==> config.mk <==
export PLATFORM = sky130hd
export DESIGN_NAME = cpio_newc_archive_parser_flat
export DESIGN_NICKNAME = d
export VERILOG_FILES = /design/src/rtl/core/cnap_pkg.sv /design/src/rtl/core/cnap_if.sv /design/src/rtl/core/cnap_front.sv /design/src/rtl/core/cnap_queue.sv /design/src/rtl/core/cnap_back.sv /design/src/rtl/core/cpio_newc_archive_parser.sv /design/src/flat_wrapper.sv
export VERILOG_INCLUDE_DIRS = /design/src /design/src/rtl/core
export SDC_FILE = /design/constraint.sdc
export NUM_CORES = 2
export LEC_CHECK = 0
export BUFFER_PORTS_ARGS = -buffer_cell sky130_fd_sc_hd__clkbuf_2
export CAP_MARGIN = 20
export CORE_AREA = 2 2 328 330
export CTS_CLUSTER_SIZE = 12
export DETAILED_ROUTE_END_ITERATION = 8
export DIE_AREA = 0 0 330 332
export PLACE_DENSITY = 0.61
export SLEW_MARGIN = 20
export SYNTH_ARGS = -nofsm -noshare
export SYNTH_HDL_FRONTEND = slang
export SYNTH_SLANG_ARGS = --single-unit
==> constraint.sdc <==
create_clock -name clock -period 19.1 [get_ports clock]
set_clock_uncertainty 0.1 [all_clocks]
set_input_delay 1.91 -clock clock [delete_from_list [all_inputs] [get_ports clock]]
set_output_delay 1.91 -clock clock [all_outputs]
set_load 0.01 [all_outputs]
==> src/rtl/core/cpio_newc_archive_parser_macros.svh <==
// Assertion macros used by the parser top level.
`ifndef CPIO_NEWC_ARCHIVE_PARSER_MACROS_SVH
`define CPIO_NEWC_ARCHIVE_PARSER_MACROS_SVH
`ifndef ASSERT_OFF
// Checked property, disabled while reset is high.
`define CNAP_ASSERT(lbl, clk, rst, prop) \
   lbl: assert property (@(posedge clk) disable iff (rst) prop) \
      else $error("cnap assertion failed");
// Checked property, also active during reset.
`define CNAP_ASSERT_ALWAYS(lbl, clk, prop) \
   lbl: assert property (@(posedge clk) prop) else $error("cnap assertion failed");
`else
`define CNAP_ASSERT(lbl, clk, rst, prop)
`define CNAP_ASSERT_ALWAYS(lbl, clk, prop)
`endif
`endif

==> src/rtl/core/cnap_pkg.sv <==
// Types, constants and helper functions of the newc cpio parser.
package cnap_pkg;

   localparam int unsigned HDR_LEN = 110;

   localparam logic [31:0] TYPE_MASK = 32'o0170000;
   localparam logic [31:0] TYPE_DIR  = 32'o0040000;
   localparam logic [31:0] TYPE_LNK  = 32'o0120000;

   typedef enum logic [2:0] {
      PH_HEADER  = 3'd0,
      PH_NAME    = 3'd1,
      PH_NAMEPAD = 3'd2,
      PH_DATA    = 3'd3,
      PH_DATAPAD = 3'd4
   } phase_type;

   typedef enum logic [2:0] {
      ST_ENTRY     = 3'd0,
      ST_CLEAN_END = 3'd1,
      ST_BAD_MAGIC = 3'd2,
      ST_TRUNC_NAME = 3'd3,
      ST_TRUNC_FILE = 3'd4,
      ST_TABLE_FULL = 3'd5,
      ST_TOO_SMALL = 3'd6
   } status_type;

   // One result item without its run_last flag.
   typedef struct packed {
      status_type  status;
      logic [5:0]  entry_index;
      logic [31:0] file_mode;
      logic [31:0] link_count;
      logic [31:0] file_size;
      logic [31:0] data_offset;
      logic [31:0] name_offset;
      logic [31:0] name_length;
      logic        is_directory;
      logic        is_link;
   } result_type;

   // Results caused by one input byte, in order.
   typedef struct packed {
      logic [1:0] cnt;
      result_type r0;
      result_type r1;
   } pkt_type;

   function automatic logic [3:0] hex_val(input logic [7:0] c);
      logic [7:0] t;
      begin
         t = 8'd0;
         if (c >= 8'h30 && c <= 8'h39) t = c - 8'h30;
         else if (c >= 8'h61 && c <= 8'h66) t = c - 8'h57;
         else if (c >= 8'h41 && c <= 8'h46) t = c - 8'h37;
         return t[3:0];
      end
   endfunction

   // "070701"
   function automatic logic [7:0] magic_char(input logic [2:0] k);
      logic [7:0] c;
      begin
         case (k)
            3'd0, 3'd2, 3'd4: c = 8'h30;
            3'd1, 3'd3:       c = 8'h37;
            3'd5:             c = 8'h31;
            default:          c = 8'h00;
         endcase
         return c;
      end
   endfunction

   // "TRAILER!!!"
   function automatic logic [7:0] trailer_char(input logic [3:0] i);
      logic [7:0] c;
      begin
         case (i)
            4'd0: c = 8'h54;
            4'd1: c = 8'h52;
            4'd2: c = 8'h41;
            4'd3: c = 8'h49;
            4'd4: c = 8'h4C;
            4'd5: c = 8'h45;
            4'd6: c = 8'h52;
            4'd7, 4'd8, 4'd9: c = 8'h21;
            default: c = 8'h00;
         endcase
         return c;
      end
   endfunction

   // Name candidates: empty, ".", "..", trailer.
   function automatic logic [3:0] cand_len(input logic [1:0] k);
      logic [3:0] l;
      begin
         case (k)
            2'd0: l = 4'd0;
            2'd1: l = 4'd1;
            2'd2: l = 4'd2;
            default: l = 4'd10;
         endcase
         return l;
      end
   endfunction

   function automatic logic [7:0] cand_byte(input logic [1:0] k, input logic [3:0] i);
      logic [7:0] c;
      begin
         case (k)
            2'd1, 2'd2: c = 8'h2E;
            2'd3: c = trailer_char(i);
            default: c = 8'h00;
         endcase
         return c;
      end
   endfunction

endpackage

==> src/rtl/core/cnap_if.sv <==
// Channel interfaces of the parser: byte input, results, capacity register.
interface cnap_req_if;
   logic       valid;
   logic       ready;
   logic [7:0] data_byte;
   logic       image_end;
   modport source (output valid, data_byte, image_end, input ready);
   modport sink   (input valid, data_byte, image_end, output ready);
endinterface

interface cnap_rsp_if;
   logic        valid;
   logic        ready;
   logic [2:0]  status;
   logic [5:0]  entry_index;
   logic [31:0] file_mode;
   logic [31:0] link_count;
   logic [31:0] file_size;
   logic [31:0] data_offset;
   logic [31:0] name_offset;
   logic [31:0] name_length;
   logic        is_directory;
   logic        is_link;
   logic        run_last;
   modport source (output valid, status, entry_index, file_mode, link_count, file_size,
                   data_offset, name_offset, name_length, is_directory, is_link,
                   run_last, input ready);
   modport sink   (input valid, status, entry_index, file_mode, link_count, file_size,
                   data_offset, name_offset, name_length, is_directory, is_link,
                   run_last, output ready);
endinterface

interface cnap_csr_if;
   logic       valid;
   logic       ready;
   logic [6:0] max_entries;
   modport source (output valid, max_entries, input ready);
   modport sink   (input valid, max_entries, output ready);
endinterface

==> src/rtl/core/cnap_front.sv <==
// Front end: consumes image bytes, walks the header/name/data regions, builds results.
module cnap_front #(
   parameter int unsigned MAX_TABLE   = 64,
   parameter int unsigned OFFSET_BITS = 32
) (
   input  logic                 clock,
   input  logic                 reset,
   input  logic                 in_take,
   input  logic [7:0]           in_byte,
   input  logic                 in_last,
   input  logic [6:0]           max_entries,
   output logic                 pkt_push,
   output cnap_pkg::pkt_type    pkt
);

   cnap_pkg::phase_type    phase_ff, phase_in;
   logic [OFFSET_BITS-1:0] pos_ff, pos_in;
   logic [31:0]            rc_ff, rc_in;
   logic                   mg_ff, mg_in;
   logic [31:0]            mode_ff, mode_in, nlink_ff, nlink_in;
   logic [31:0]            size_ff, size_in, ns_ff, ns_in;
   logic [3:0]             nm_ff, nm_in;
   logic                   ne_ff, ne_in;
   logic [6:0]             used_ff, used_in;
   logic                   halt_ff, halt_in;
   logic [OFFSET_BITS-1:0] nstart_ff, nstart_in, dstart_ff, dstart_in;
   logic                   hdone_ff, hdone_in;

   logic                   put_e, put_s, stop, keep;
   cnap_pkg::status_type   st;
   cnap_pkg::result_type   er, sr;
   logic [31:0]            idx;
   logic [3:0]             d;
   logic [8:0]             cap;
   logic [1:0]             pad;

   localparam logic [8:0] TableCap = 9'(MAX_TABLE);

   // Per-byte parse step
   always_comb begin
      phase_in  = phase_ff;
      pos_in    = pos_ff;
      rc_in     = rc_ff;
      mg_in     = mg_ff;
      mode_in   = mode_ff;
      nlink_in  = nlink_ff;
      size_in   = size_ff;
      ns_in     = ns_ff;
      nm_in     = nm_ff;
      ne_in     = ne_ff;
      used_in   = used_ff;
      halt_in   = halt_ff;
      nstart_in = nstart_ff;
      dstart_in = dstart_ff;
      hdone_in  = hdone_ff;
      put_e = 1'b0;
      put_s = 1'b0;
      stop  = 1'b0;
      keep  = 1'b0;
      st    = cnap_pkg::ST_ENTRY;
      er    = '0;
      idx   = 32'd0;
      d     = cnap_pkg::hex_val(in_byte);
      cap   = ({2'b00, max_entries} < TableCap) ? {2'b00, max_entries} : TableCap;
      pad   = 2'd0;

      if (!halt_ff) begin
         // consume the byte
         if (phase_in == cnap_pkg::PH_HEADER) begin
            if (rc_in < 32'd6 && in_byte != cnap_pkg::magic_char(rc_in[2:0])) mg_in = 1'b0;
            if (rc_in >= 32'd14 && rc_in < 32'd22) mode_in = {mode_in[27:0], d};
            if (rc_in >= 32'd38 && rc_in < 32'd46) nlink_in = {nlink_in[27:0], d};
            if (rc_in >= 32'd54 && rc_in < 32'd62) size_in = {size_in[27:0], d};
            if (rc_in >= 32'd94 && rc_in < 32'd102) ns_in = {ns_in[27:0], d};
            rc_in = rc_in + 32'd1;
         end else begin
            if (phase_in == cnap_pkg::PH_NAME && !ne_in) begin
               idx = ns_in - rc_in;
               for (int k = 0; k < 4; k++) begin
                  if (idx < {28'd0, cnap_pkg::cand_len(2'(k))})
                     keep = (in_byte == cnap_pkg::cand_byte(2'(k), idx[3:0]));
                  else if (idx == {28'd0, cnap_pkg::cand_len(2'(k))})
                     keep = (in_byte == 8'd0);
                  else
                     keep = 1'b0;
                  if (!keep) nm_in[k] = 1'b0;
               end
               if (in_byte == 8'd0) ne_in = 1'b1;
            end
            rc_in = rc_in - 32'd1;
         end
         pos_in = pos_in + OFFSET_BITS'(1);

         // header complete
         if (phase_in == cnap_pkg::PH_HEADER) begin
            if (rc_in < 32'(cnap_pkg::HDR_LEN)) begin
               stop = 1'b1;
            end else begin
               hdone_in = 1'b1;
               if (!mg_in) begin
                  put_s = 1'b1; st = cnap_pkg::ST_BAD_MAGIC; halt_in = 1'b1; stop = 1'b1;
               end else begin
                  nstart_in = pos_in;
                  rc_in     = ns_in;
                  nm_in     = 4'hF;
                  ne_in     = 1'b0;
                  phase_in  = cnap_pkg::PH_NAME;
               end
            end
         end
         // end of name
         if (!stop && phase_in == cnap_pkg::PH_NAME && rc_in == 32'd0) begin
            if (!ne_in)
               for (int k = 0; k < 4; k++)
                  if (ns_in != {28'd0, cnap_pkg::cand_len(2'(k))}) nm_in[k] = 1'b0;
            if (nm_in[3]) begin
               put_s = 1'b1; st = cnap_pkg::ST_CLEAN_END; halt_in = 1'b1; stop = 1'b1;
            end else begin
               pad      = 2'(2'd0 - (ns_in[1:0] + 2'd2));
               rc_in    = {30'd0, pad};
               phase_in = cnap_pkg::PH_NAMEPAD;
            end
         end
         // end of name padding
         if (!stop && phase_in == cnap_pkg::PH_NAMEPAD && rc_in == 32'd0) begin
            dstart_in = pos_in;
            rc_in     = size_in;
            phase_in  = cnap_pkg::PH_DATA;
         end
         // end of data: report the entry or table full; skip "", "." and ".."
         if (!stop && phase_in == cnap_pkg::PH_DATA && rc_in == 32'd0) begin
            if (nm_in[2:0] == 3'd0) begin
               if ({2'b00, used_in} >= cap) begin
                  put_s = 1'b1; st = cnap_pkg::ST_TABLE_FULL; halt_in = 1'b1; stop = 1'b1;
               end else begin
                  put_e           = 1'b1;
                  er.status       = cnap_pkg::ST_ENTRY;
                  er.entry_index  = used_in[5:0];
                  er.file_mode    = mode_in;
                  er.link_count   = nlink_in;
                  er.file_size    = size_in;
                  er.data_offset  = 32'(dstart_in);
                  er.name_offset  = 32'(nstart_in);
                  er.name_length  = ns_in;
                  er.is_directory = (mode_in & cnap_pkg::TYPE_MASK) == cnap_pkg::TYPE_DIR;
                  er.is_link      = (mode_in & cnap_pkg::TYPE_MASK) == cnap_pkg::TYPE_LNK;
                  used_in         = used_in + 7'd1;
               end
            end
            if (!stop) begin
               pad      = 2'(2'd0 - size_in[1:0]);
               rc_in    = {30'd0, pad};
               phase_in = cnap_pkg::PH_DATAPAD;
            end
         end
         // end of data padding: next header
         if (!stop && phase_in == cnap_pkg::PH_DATAPAD && rc_in == 32'd0) begin
            phase_in = cnap_pkg::PH_HEADER;
            rc_in    = 32'd0;
            mg_in    = 1'b1;
            mode_in  = 32'd0;
            nlink_in = 32'd0;
            size_in  = 32'd0;
            ns_in    = 32'd0;
         end
         // end of image status
         if (in_last && !halt_in) begin
            put_s = 1'b1;
            case (phase_in)
               cnap_pkg::PH_HEADER:
                  st = hdone_in ? cnap_pkg::ST_CLEAN_END : cnap_pkg::ST_TOO_SMALL;
               cnap_pkg::PH_NAME:    st = cnap_pkg::ST_TRUNC_NAME;
               cnap_pkg::PH_DATAPAD: st = cnap_pkg::ST_CLEAN_END;
               default:              st = cnap_pkg::ST_TRUNC_FILE;
            endcase
         end
      end

      // last byte re-arms for a new image
      if (in_last) begin
         phase_in = cnap_pkg::PH_HEADER;
         pos_in = '0; rc_in = 32'd0; mg_in = 1'b1;
         mode_in = 32'd0; nlink_in = 32'd0; size_in = 32'd0; ns_in = 32'd0;
         nm_in = 4'hF; ne_in = 1'b0; used_in = 7'd0; halt_in = 1'b0;
         nstart_in = '0; dstart_in = '0; hdone_in = 1'b0;
      end
   end

   // Pack results of this byte
   always_comb begin
      sr        = '0;
      sr.status = st;
      pkt.cnt   = {1'b0, put_e} + {1'b0, put_s};
      pkt.r0    = put_e ? er : sr;
      pkt.r1    = sr;
      pkt_push  = in_take && (put_e || put_s);
   end

   // Parser state
   always_ff @(posedge clock) begin
      if (reset) begin
         phase_ff <= cnap_pkg::PH_HEADER;
         pos_ff <= '0; rc_ff <= 32'd0; mg_ff <= 1'b1;
         mode_ff <= 32'd0; nlink_ff <= 32'd0; size_ff <= 32'd0; ns_ff <= 32'd0;
         nm_ff <= 4'hF; ne_ff <= 1'b0; used_ff <= 7'd0; halt_ff <= 1'b0;
         nstart_ff <= '0; dstart_ff <= '0; hdone_ff <= 1'b0;
      end else if (in_take) begin
         phase_ff <= phase_in;
         pos_ff <= pos_in; rc_ff <= rc_in; mg_ff <= mg_in;
         mode_ff <= mode_in; nlink_ff <= nlink_in; size_ff <= size_in; ns_ff <= ns_in;
         nm_ff <= nm_in; ne_ff <= ne_in; used_ff <= used_in; halt_ff <= halt_in;
         nstart_ff <= nstart_in; dstart_ff <= dstart_in; hdone_ff <= hdone_in;
      end
   end

endmodule

==> src/rtl/core/cnap_queue.sv <==
// Two-deep queue of per-byte result packets between front and back.
module cnap_queue (
   input  logic              clock,
   input  logic              reset,
   input  logic              push,
   input  cnap_pkg::pkt_type push_pkt,
   output logic              has_room,
   input  logic              pop,
   output logic              not_empty,
   output cnap_pkg::pkt_type head
);

   cnap_pkg::pkt_type mem_ff [2];
   logic              wp_ff, wp_in, rp_ff, rp_in;
   logic [1:0]        cnt_ff, cnt_in;

   assign has_room  = cnt_ff != 2'd2;
   assign not_empty = cnt_ff != 2'd0;
   assign head      = mem_ff[rp_ff];

   // Pointers and fill count
   always_comb begin
      wp_in  = push ? ~wp_ff : wp_ff;
      rp_in  = pop ? ~rp_ff : rp_ff;
      cnt_in = cnt_ff + {1'b0, push} - {1'b0, pop};
   end

   always_ff @(posedge clock) begin
      if (reset) begin
         wp_ff  <= 1'b0;
         rp_ff  <= 1'b0;
         cnt_ff <= 2'd0;
      end else begin
         wp_ff  <= wp_in;
         rp_ff  <= rp_in;
         cnt_ff <= cnt_in;
      end
   end

   // Packet storage
   always_ff @(posedge clock) begin
      if (push) mem_ff[wp_ff] <= push_pkt;
   end

endmodule

==> src/rtl/core/cnap_back.sv <==
// Back end: splits packets into single result items behind an output register.
module cnap_back (
   input  logic              clock,
   input  logic              reset,
   input  logic              q_not_empty,
   input  cnap_pkg::pkt_type q_head,
   output logic              q_pop,
   output logic              out_valid,
   input  logic              out_ready,
   output cnap_pkg::result_type out_res,
   output logic              out_last
);

   logic                 v_ff, v_in, last_ff, last_in, p2_ff, p2_in;
   cnap_pkg::result_type res_ff, res_in, r1_ff, r1_in;
   logic                 free;

   assign out_valid = v_ff;
   assign out_res   = res_ff;
   assign out_last  = last_ff;

   // Load the output register when it empties
   always_comb begin
      free    = !v_ff || out_ready;
      v_in    = v_ff;
      last_in = last_ff;
      p2_in   = p2_ff;
      res_in  = res_ff;
      r1_in   = r1_ff;
      q_pop   = 1'b0;
      if (free) begin
         if (p2_ff) begin
            v_in = 1'b1; res_in = r1_ff; last_in = 1'b1; p2_in = 1'b0;
         end else if (q_not_empty) begin
            q_pop   = 1'b1;
            v_in    = 1'b1;
            res_in  = q_head.r0;
            last_in = q_head.cnt != 2'd2;
            p2_in   = q_head.cnt == 2'd2;
            r1_in   = q_head.r1;
         end else begin
            v_in = 1'b0;
         end
      end
   end

   always_ff @(posedge clock) begin
      if (reset) begin
         v_ff  <= 1'b0;
         p2_ff <= 1'b0;
      end else begin
         v_ff  <= v_in;
         p2_ff <= p2_in;
      end
   end

   always_ff @(posedge clock) begin
      res_ff  <= res_in;
      r1_ff   <= r1_in;
      last_ff <= last_in;
   end

endmodule

==> src/rtl/core/cpio_newc_archive_parser.sv <==
// Top level of the streaming newc cpio archive parser.
// req: one image byte per item, image_end marks the last byte of an image.
// rsp: result items (entry reports and end or error status), run_last set on
//   the last result caused by one byte.
// csr: writes the entry table capacity; always ready, use only while idle.
// A byte is parsed in the cycle it is accepted, one byte per cycle while
// req.ready is high. Its results pass through the queue and then the rsp
// register; two results of one byte leave that register in turn.
// A two-packet queue sits between the parser and the output register, so
// req keeps flowing while rsp is stalled until the queue is full; then
// req.ready drops.
// After the trailer or an error, bytes are swallowed until image_end.
// Reset clears the parser to the start of an image, empties the queue and
// sets the capacity to 64.
`include "cpio_newc_archive_parser_macros.svh"
module cpio_newc_archive_parser #(
   parameter int unsigned MAX_TABLE   = 64,
   parameter int unsigned OFFSET_BITS = 32
) (
   input  logic        clock,
   input  logic        reset,
   cnap_req_if.sink    req,
   cnap_rsp_if.source  rsp,
   cnap_csr_if.sink    csr
);

   logic                 max_ff;
   logic [6:0]           cap_ff;
   logic                 take, push, room, pop, ne;
   cnap_pkg::pkt_type    pkt, head;
   cnap_pkg::result_type res;

   // Capacity register
   assign csr.ready = 1'b1;
   always_ff @(posedge clock) begin
      if (reset) begin
         cap_ff <= 7'd64;
         max_ff <= 1'b0;
      end else begin
         if (csr.valid) cap_ff <= csr.max_entries;
         max_ff <= 1'b1;
      end
   end

   assign req.ready = room && max_ff;
   assign take      = req.valid && req.ready;

   cnap_front #(.MAX_TABLE(MAX_TABLE), .OFFSET_BITS(OFFSET_BITS)) u_front (
      .clock(clock), .reset(reset), .in_take(take), .in_byte(req.data_byte),
      .in_last(req.image_end), .max_entries(cap_ff), .pkt_push(push), .pkt(pkt)
   );

   cnap_queue u_queue (
      .clock(clock), .reset(reset), .push(push), .push_pkt(pkt), .has_room(room),
      .pop(pop), .not_empty(ne), .head(head)
   );

   cnap_back u_back (
      .clock(clock), .reset(reset), .q_not_empty(ne), .q_head(head), .q_pop(pop),
      .out_valid(rsp.valid), .out_ready(rsp.ready), .out_res(res), .out_last(rsp.run_last)
   );

   assign rsp.status       = res.status;
   assign rsp.entry_index  = res.entry_index;
   assign rsp.file_mode    = res.file_mode;
   assign rsp.link_count   = res.link_count;
   assign rsp.file_size    = res.file_size;
   assign rsp.data_offset  = res.data_offset;
   assign rsp.name_offset  = res.name_offset;
   assign rsp.name_length  = res.name_length;
   assign rsp.is_directory = res.is_directory;
   assign rsp.is_link      = res.is_link;

   // Checks
   `CNAP_ASSERT(a_status_zero, clock, reset, rsp.valid && rsp.status != cnap_pkg::ST_ENTRY |-> rsp.file_mode == 32'd0 && rsp.entry_index == 6'd0 && rsp.name_length == 32'd0)
   `CNAP_ASSERT(a_type_excl, clock, reset, rsp.valid |-> !(rsp.is_directory && rsp.is_link))
   `CNAP_ASSERT_ALWAYS(a_reset_empty, clock, $past(reset) |-> !rsp.valid)

endmodule

==> src/flat_wrapper.sv <==
// flat-port wrapper written by rule: the top's interface ports become plain ports
module cpio_newc_archive_parser_flat 
#(
   parameter int unsigned MAX_TABLE   = 64,
   parameter int unsigned OFFSET_BITS = 32
)
  (clock, reset, req_valid, req_data_byte, req_image_end, req_ready, rsp_valid, rsp_status, rsp_entry_index, rsp_file_mode, rsp_link_count, rsp_file_size, rsp_data_offset, rsp_name_offset, rsp_name_length, rsp_is_directory, rsp_is_link, rsp_run_last, rsp_ready, csr_valid, csr_max_entries, csr_ready);
  cnap_req_if req_i ();
  cnap_rsp_if rsp_i ();
  cnap_csr_if csr_i ();
  input  logic clock;
  input  logic reset;
  input wire logic [$bits(req_i.valid)-1:0] req_valid;
  input wire logic [$bits(req_i.data_byte)-1:0] req_data_byte;
  input wire logic [$bits(req_i.image_end)-1:0] req_image_end;
  output wire logic [$bits(req_i.ready)-1:0] req_ready;
  output wire logic [$bits(rsp_i.valid)-1:0] rsp_valid;
  output wire logic [$bits(rsp_i.status)-1:0] rsp_status;
  output wire logic [$bits(rsp_i.entry_index)-1:0] rsp_entry_index;
  output wire logic [$bits(rsp_i.file_mode)-1:0] rsp_file_mode;
  output wire logic [$bits(rsp_i.link_count)-1:0] rsp_link_count;
  output wire logic [$bits(rsp_i.file_size)-1:0] rsp_file_size;
  output wire logic [$bits(rsp_i.data_offset)-1:0] rsp_data_offset;
  output wire logic [$bits(rsp_i.name_offset)-1:0] rsp_name_offset;
  output wire logic [$bits(rsp_i.name_length)-1:0] rsp_name_length;
  output wire logic [$bits(rsp_i.is_directory)-1:0] rsp_is_directory;
  output wire logic [$bits(rsp_i.is_link)-1:0] rsp_is_link;
  output wire logic [$bits(rsp_i.run_last)-1:0] rsp_run_last;
  input wire logic [$bits(rsp_i.ready)-1:0] rsp_ready;
  input wire logic [$bits(csr_i.valid)-1:0] csr_valid;
  input wire logic [$bits(csr_i.max_entries)-1:0] csr_max_entries;
  output wire logic [$bits(csr_i.ready)-1:0] csr_ready;
  assign req_i.valid = req_valid;
  assign req_i.data_byte = req_data_byte;
  assign req_i.image_end = req_image_end;
  assign req_ready = req_i.ready;
  assign rsp_valid = rsp_i.valid;
  assign rsp_status = rsp_i.status;
  assign rsp_entry_index = rsp_i.entry_index;
  assign rsp_file_mode = rsp_i.file_mode;
  assign rsp_link_count = rsp_i.link_count;
  assign rsp_file_size = rsp_i.file_size;
  assign rsp_data_offset = rsp_i.data_offset;
  assign rsp_name_offset = rsp_i.name_offset;
  assign rsp_name_length = rsp_i.name_length;
  assign rsp_is_directory = rsp_i.is_directory;
  assign rsp_is_link = rsp_i.is_link;
  assign rsp_run_last = rsp_i.run_last;
  assign rsp_i.ready = rsp_ready;
  assign csr_i.valid = csr_valid;
  assign csr_i.max_entries = csr_max_entries;
  assign csr_ready = csr_i.ready;
  cpio_newc_archive_parser #(.MAX_TABLE(MAX_TABLE), .OFFSET_BITS(OFFSET_BITS)) u_core (.clock(clock), .reset(reset), .req(req_i), .rsp(rsp_i), .csr(csr_i));
endmodule
Word-level counts from Yosys, hierarchy flattened
Memories as Yosys holds them, arrays and structs flattened. A register that Yosys moved wholly into a read port is not among the register bits.
Index checks and enable logic that the tools add are counted.
{"block": "classes", "add_sub_neg": 14, "magnitude_cmp": 22, "n_eq_ne": 32, "n_mux": 254, "n_bitwise": 3, "n_reduce_logical": 48}
{"cell": "32-bit 2-to-1 mux", "count": 50}
{"cell": "200-bit 2-to-1 mux", "count": 4}
{"cell": "203-bit 2-to-1 mux", "count": 3}
{"cell": "4-bit 2-to-1 mux", "count": 55}
{"cell": "8-bit 2-to-1 mux", "count": 18}
{"cell": "32-bit by 4-bit equality test with 1-bit output", "count": 4}
{"cell": "32-bit zero test", "count": 4}
{"cell": "32-bit by 4-bit < comparator with 1-bit output", "count": 4}
{"cell": "32-bit by 4-bit inequality test with 1-bit output", "count": 4}
{"cell": "1-bit 2-to-1 mux", "count": 89}
{"cell": "3-bit 2-to-1 mux", "count": 24}
{"cell": "32-bit by 1-bit adder with 32-bit output (second input constant)", "count": 2}
{"cell": "32-bit by 6-bit >= comparator with 1-bit output (second input constant)", "count": 2}
{"cell": "32-bit by 6-bit < comparator with 1-bit output (second input constant)", "count": 2}
{"cell": "32-bit by 7-bit < comparator with 1-bit output (second input constant)", "count": 2}
{"cell": "7-bit 2-to-1 mux", "count": 6}
{"cell": "8-bit equality test", "count": 4}
{"cell": "32-bit by 4-bit >= comparator with 1-bit output (second input constant)", "count": 1}
{"cell": "32-bit by 7-bit >= comparator with 1-bit output (second input constant)", "count": 1}
{"cell": "32-bit by 3-bit < comparator with 1-bit output (second input constant)", "count": 1}
{"cell": "32-bit by 5-bit < comparator with 1-bit output (second input constant)", "count": 1}
{"cell": "32-bit by 1-bit subtractor with 32-bit output (second input constant)", "count": 1}
{"cell": "32-bit subtractor", "count": 1}
{"cell": "1-bit logical AND", "count": 21}
{"cell": "36 further kinds", "count": 69}
{"block": "totals", "register_bits": 695, "ram_bits": 416, "rom_bits": 112, "input_bits": 21, "output_inout_bits": 207, "word_cells": 418, "memories": 2}
{"name": "u_core.u_queue.mem_ff", "words": 2, "width": 208, "rd": 1, "rd_clocked_by_memory_dff": 1, "wr": 1, "line": "cnap_queue.sv:13", "rtl": "cnap_pkg::pkt_type mem_ff [2];"}
{"name": "(name not given)", "words": 16, "width": 7, "rd": 1, "rd_clocked_by_memory_dff": 0, "wr": 0, "line": "cnap_pkg.sv:78", "rtl": "case (i)"}

Logic depth before layout (Yosys ltp)
{"block": "depth", "ltp_word": 52, "depth_mapped": 31, "ltp_nobuf": 27}

By module
Synthesis repeated with hierarchy kept, for this count alone.
{"block": "hier_totals", "hier_cells": 5166, "hier_area_um2": 67677.4}
{"module": "cnap_queue", "n_inst": 1, "cells_per_inst": 1290, "area_each_um2": 29682.2, "seq_area_each_um2": 24603.6}
{"module": "cnap_front", "n_inst": 1, "cells_per_inst": 3203, "area_each_um2": 22851.9, "seq_area_each_um2": 5485.3}
{"module": "cnap_back", "n_inst": 1, "cells_per_inst": 645, "area_each_um2": 14848.0, "seq_area_each_um2": 12261.8}
{"module": "cpio_newc_archive_parser", "n_inst": 1, "cells_per_inst": 28, "area_each_um2": 295.3, "seq_area_each_um2": 160.2}

Worst setup path after synthesis
Ideal clock, no wire load.
{"block": "synth_path", "path_kind": "register to register", "startpoint": "register u_core.u_front.phase_ff[2]", "endpoint": "memory u_core.u_queue.mem_ff[0][0] (netlist name) (enable)", "setup_time_ns": 0.780, "arrival_time_ns": 14.922, "required_time_ns": 18.220, "path_slack_ns": 3.297, "path_stages_with_launch": 27, "path_buffers": 7, "synth_period_minus_slack_ns": 15.803, "path_cell_list": "dfxtp_1 > clkbuf_1 > or3_1 > clkbuf_1 > ha_1 > clkbuf_1 > a21o_1 > a31o_2 > a221oi_1 > nor2_1 > nor4_1 > a211oi_2 > and3_1 > buf_4 > a21oi_2 > mux2_4 > or3_1 > buf_2 > o31ai_1 > nand4_1 > nor2_1 > nand2_1 > buf_2 > buf_1 > ha_1 > nand2b_1 > nor2_1"}
{"block": "synth_via", "elab_chain_len": 32, "elab_cells_between_ends": 97, "cone_classes": "add/sub (2); order compare (1); eq/ne (8); mux (68); reduce/logical (18)"}
{"item": "start, declared", "line": "cnap_front.sv:16", "rtl": "cnap_pkg::phase_type phase_ff, phase_in;"}
{"item": "start signal, assigned", "line": "cnap_front.sv:202", "rtl": "phase_ff <= cnap_pkg::PH_HEADER;"}
{"item": "start signal, assigned", "line": "cnap_front.sv:208", "rtl": "phase_ff <= phase_in;"}
{"item": "parallel branches: the longest is 28 deep, another holds 32-bit by 7-bit < comparator with 1-bit output"}
{"item": "1-bit logical OR (*)", "line": "cnap_front.sv:196", "rtl": "pkt_push = in_take && (put_e || put_s);"}
{"item": "1-bit logical AND (*)", "line": "cnap_front.sv:196"}
{"item": "1-bit 2-to-1 mux (*)", "line": "cnap_queue.sv:42", "rtl": "if (push) mem_ff[wp_ff] <= push_pkt;"}
{"item": "1-bit 2-to-1 mux (implied by the code) (*)", "line": "cnap_queue.sv:42"}
{"item": "end, declared", "line": "cnap_queue.sv:13"}
Mark *: on every way between the ends. The select of a mux whose other input is x is not followed.

Worst setup path in the final report
{"block": "layout_path", "startpoint": "register u_core.u_front.phase_ff[2]", "endpoint": "memory u_core.u_queue.mem_ff[1][117] (netlist name) (enable)"}
The elaborated chain is that of the path after synthesis.

==> run metrics <==
Worst Hold Depth=2; Synth Area per Inst=10.9 um2; Synth Net Count=3977; CP Launch Type=register; Least-Margin Pin Slew=approximately 1.1 ns; share of post-route cells with drive strength above 1=0.115; drt initial violations=roughly 3000; worst hold path endpoint=u_core.u_front.hdone_ff; synthesized area=42100 um2; YS warnings=0; max layer used=met5; # resized after CTS=0; routed len/inst=21.6 um; CTS Root Cell=clkbuf_16; Setup Fix Bufs, Post-CTS=0; fmax=97.9 MHz; CP Data Required Time=19.26 ns; Die ar.=about 110000 um2; FF-to-FF setup slack=8.89 ns; Fin. Hold Viols=0; Post-synth EDFFs=623; CTS Hold Bufs=0; path depth of the worst reg2reg path=23; commonest register cell after synthesis=edfxtp_1; most frequent cell after synthesis=edfxtp_1; adder-cell share of the synthesized area=0.0253; Rel. slew slack=0.280; fraction of registers with async set/reset=0; failing checks=design-rule violations; Post-Synth XOR/XNOR Area=0.0141; post-synth top area cell=edfxtp_1; Synth Area in Simple Gates=0.141; Final Non-Filler Cells=5484; post-synthesis mux area share=0.0704; hold crit path type=reg -> reg; hpwl dp=80900 um; max-cap violations=0; post-route setup TNS=0 ns; CTS sink cnt=912; Crit. Startpoint=u_core.u_front.phase_ff[2]; met1 wire length=54300 um; Fillers=9877; total CTS buffers=between 90 and 100; Final min period=10.21 ns; GRT overflow=0; CP Data Arrival Time=10.38 ns; nets=4106; main combinational cell family by area after synthesis=simple AND/OR/NAND/NOR gates; total power=between 5 and 6 mW; vias per std cell=approximately 5.6; P_leak=between 15 and 20 nW; I/O pin total=approximately 230; vias=around 30000; status=complete, but fails checks; Pre-antenna DRT Iters=9; FF-to-FF Start=u_core.u_front.phase_ff[2]; Core ar.=106000 um2; Synth top cells by count=623 x edfxtp_1, 616 x nor2_1, 355 x nand2_1, 289 x dfxtp_1, 287 x mux2i_1; fin crit share=0.535; GR Util All Layers=0.211; sequential share of the synthesized area=0.581; met2 wire length=52800 um; port buffer count=226; CTS tree=built; ant diodes=0; initial antenna violation count=3; pwr dens=107 nW/um2; Routed Antenna Nets=0; Seq cells post-synth=912; reg2reg end=u_core.u_queue.mem_ff[1][117]; library cells used by synthesis=about 100; num rows=120; H-tree Lvls=3; die width=330 um; global-route wire length before repair=between 150000 and 200000 um; crit-path max FO=123; worst hold start=u_core.u_front.hdone_ff; worst setup path class=reg -> reg; Initial Util=0.396; top cells by area, synth=edfxtp_1 44%, dfxtp_1 14%, mux2i_1 6.8%; Final Max Slew Viols=0; Worst Setup End Kind=register; GPL Wtd Cong=0.930; Die Height=approximately 330 um; WL met3=8290 um; Placed Cells=around 5300; WHS=roughly 0.37 ns; final setup fails=0; later-pin clock latency in the skew report=between 0.6 and 0.7 ns; Clk pin slew, worst setup/hold paths=0.06 ns; vias in the first global route=28917; number of remaining DRC errors=19; Syn Inst Count=between 3000 and 4000; largest net degree at the start of global routing=210; RSZ-0062 raised after global routing=no; Area Growth Syn to Fin=12.8%; peak supply drop=0.0830 mV; Synth Area in Compound Gates=0.138; Yosys top cell area share=0.444; clk buf depth=3; WL final=118000 um
==> final cells by class <==
cell class / count / area [um2] / share of cell area
timing repair buffer: 270 / 1550 / 0.0326
inverter: 76 / 285 / 0.00600
sequential: 912 / 24500 / 0.516
clock inverter: 21 / 181 / 0.00382
tap: 1403 / 1760 / 0.0369
clock buffer: 154 / 2680 / 0.0565
multi-input combinational: 2648 / 16600 / 0.349
==> layer usage <==
layer,vias to the layer above,global-route usage
met5,-,0
met4,2,0.0582
met3,174,0.0383
met2,1030,0.320
met1,15153,0.308
li1,14497,-
==> flip-flops by register name (all words and copies together), names as in the netlist, 2 cells and up, named ones only <==
register                  flops
u_core.cap_ff                 7
u_core.u_back.out_res       203
u_core.u_back.r1_ff           3
u_core.u_front.dstart_ff     32
u_core.u_front.mode_ff       32
u_core.u_front.nlink_ff      32
u_core.u_front.nm_ff          4
u_core.u_front.ns_ff         32
u_core.u_front.nstart_ff     32
u_core.u_front.phase_ff       3
u_core.u_front.pos_ff        32
u_core.u_front.rc_ff         32
u_core.u_front.size_ff       32
u_core.u_front.used_ff        7
u_core.u_queue.cnt_ff         2
u_core.u_queue.mem_ff       416
==> critical path, stage by stage (launching register included) <==
cell and delay, ns:
dfxtp_1 0.40, or3_1 0.39, buf_4 0.30, ha_1 0.65, nand4_1 0.36, nor3_1 0.30
a21boi_2 0.36, o31ai_1 0.15, xnor2_1 0.17, nor4_1 0.54, and4bb_1 0.52, a21oi_4 0.10
buf_4 0.30, a221o_1 0.44, a21oi_2 0.39, a22oi_1 0.24, or2_1 0.32, nor2_1 0.30
nand2_4 0.42, ha_1 0.36, nand2b_1 0.26, nor2_4 0.83, buf_4 0.73, buf_12 0.58
==> metrics by stage <==
| stage | util | setup slack [ns] | cell area, um2 |
|---|---|---|---|
| 2_1_floorplan | - | 3.30 | 42100 |
| 3_3_place_gp | 0.420 | 8.97 | 44600 |
| 3_5_place_dp | 0.420 | 8.90 | 44600 |
| 4_1_cts | 0.447 | 8.79 | 47500 |
| 5_1_grt | 0.447 | 8.21 | 47500 |
| 6_report | 0.447 | 8.89 | 47500 |
==> logic make-up (layout without fill, tap and decap cells) <==
kind of cell               Yosys count  in the layout
AOI/OAI and AO/OA                  857            857
buffers and inverters              312            521
adders and majority gates           84             84
other                                1              1
xor gates and xnor gates            68             68
muxes                              295            295
DFF                                912            912
and+or+nand+nor                   1343           1343
==> worst max path at each step <==
stage                               endpoint  slack [ns]  cells after the start
2_1_floorplan    u_core.u_queue.mem_ff[0][0]        3.30                     26
3_3_place_gp    u_core.u_queue.mem_ff[1][31]        8.97                     23
3_5_place_dp    u_core.u_queue.mem_ff[1][28]        8.90                     23
4_1_cts        u_core.u_queue.mem_ff[1][103]        8.79                     23
5_1_grt        u_core.u_queue.mem_ff[1][116]        8.21                     23
6_report       u_core.u_queue.mem_ff[1][117]        8.89                     23
==> where the power goes <==
part	internal (mW)	total, mW	switching [mW]
clock network	0.963	1.72	0.759
registers	2.43	2.52	0.0910
logic	0.296	0.860	0.565
total	3.68	5.10	1.41
==> cell usage in the layout, fill, tap and decap left out, types with 17 or more instances in the layout <==
cell type,instances
edfxtp_1,623
nor2_1,608
nand2_1,354
mux2i_1,287
dfxtp_1,287
a21oi_1,233
clkbuf_2,226
o21ai_0,145
a22o_1,120
a22oi_1,113
clkbuf_16,95
nor3_1,91
ha_1,82
inv_1,75
clkbuf_1,49
nand3_1,43
and3_1,38
buf_4,38
xor2_1,36
nor4_1,35
nand4_1,35
xnor2_1,32
a21o_1,24
o21a_1,22
and2_1,21
a31oi_1,20
or3_1,18
nand2b_1,17
a211oi_1,17
Note: power is estimated with default switching activity, not from simulation.
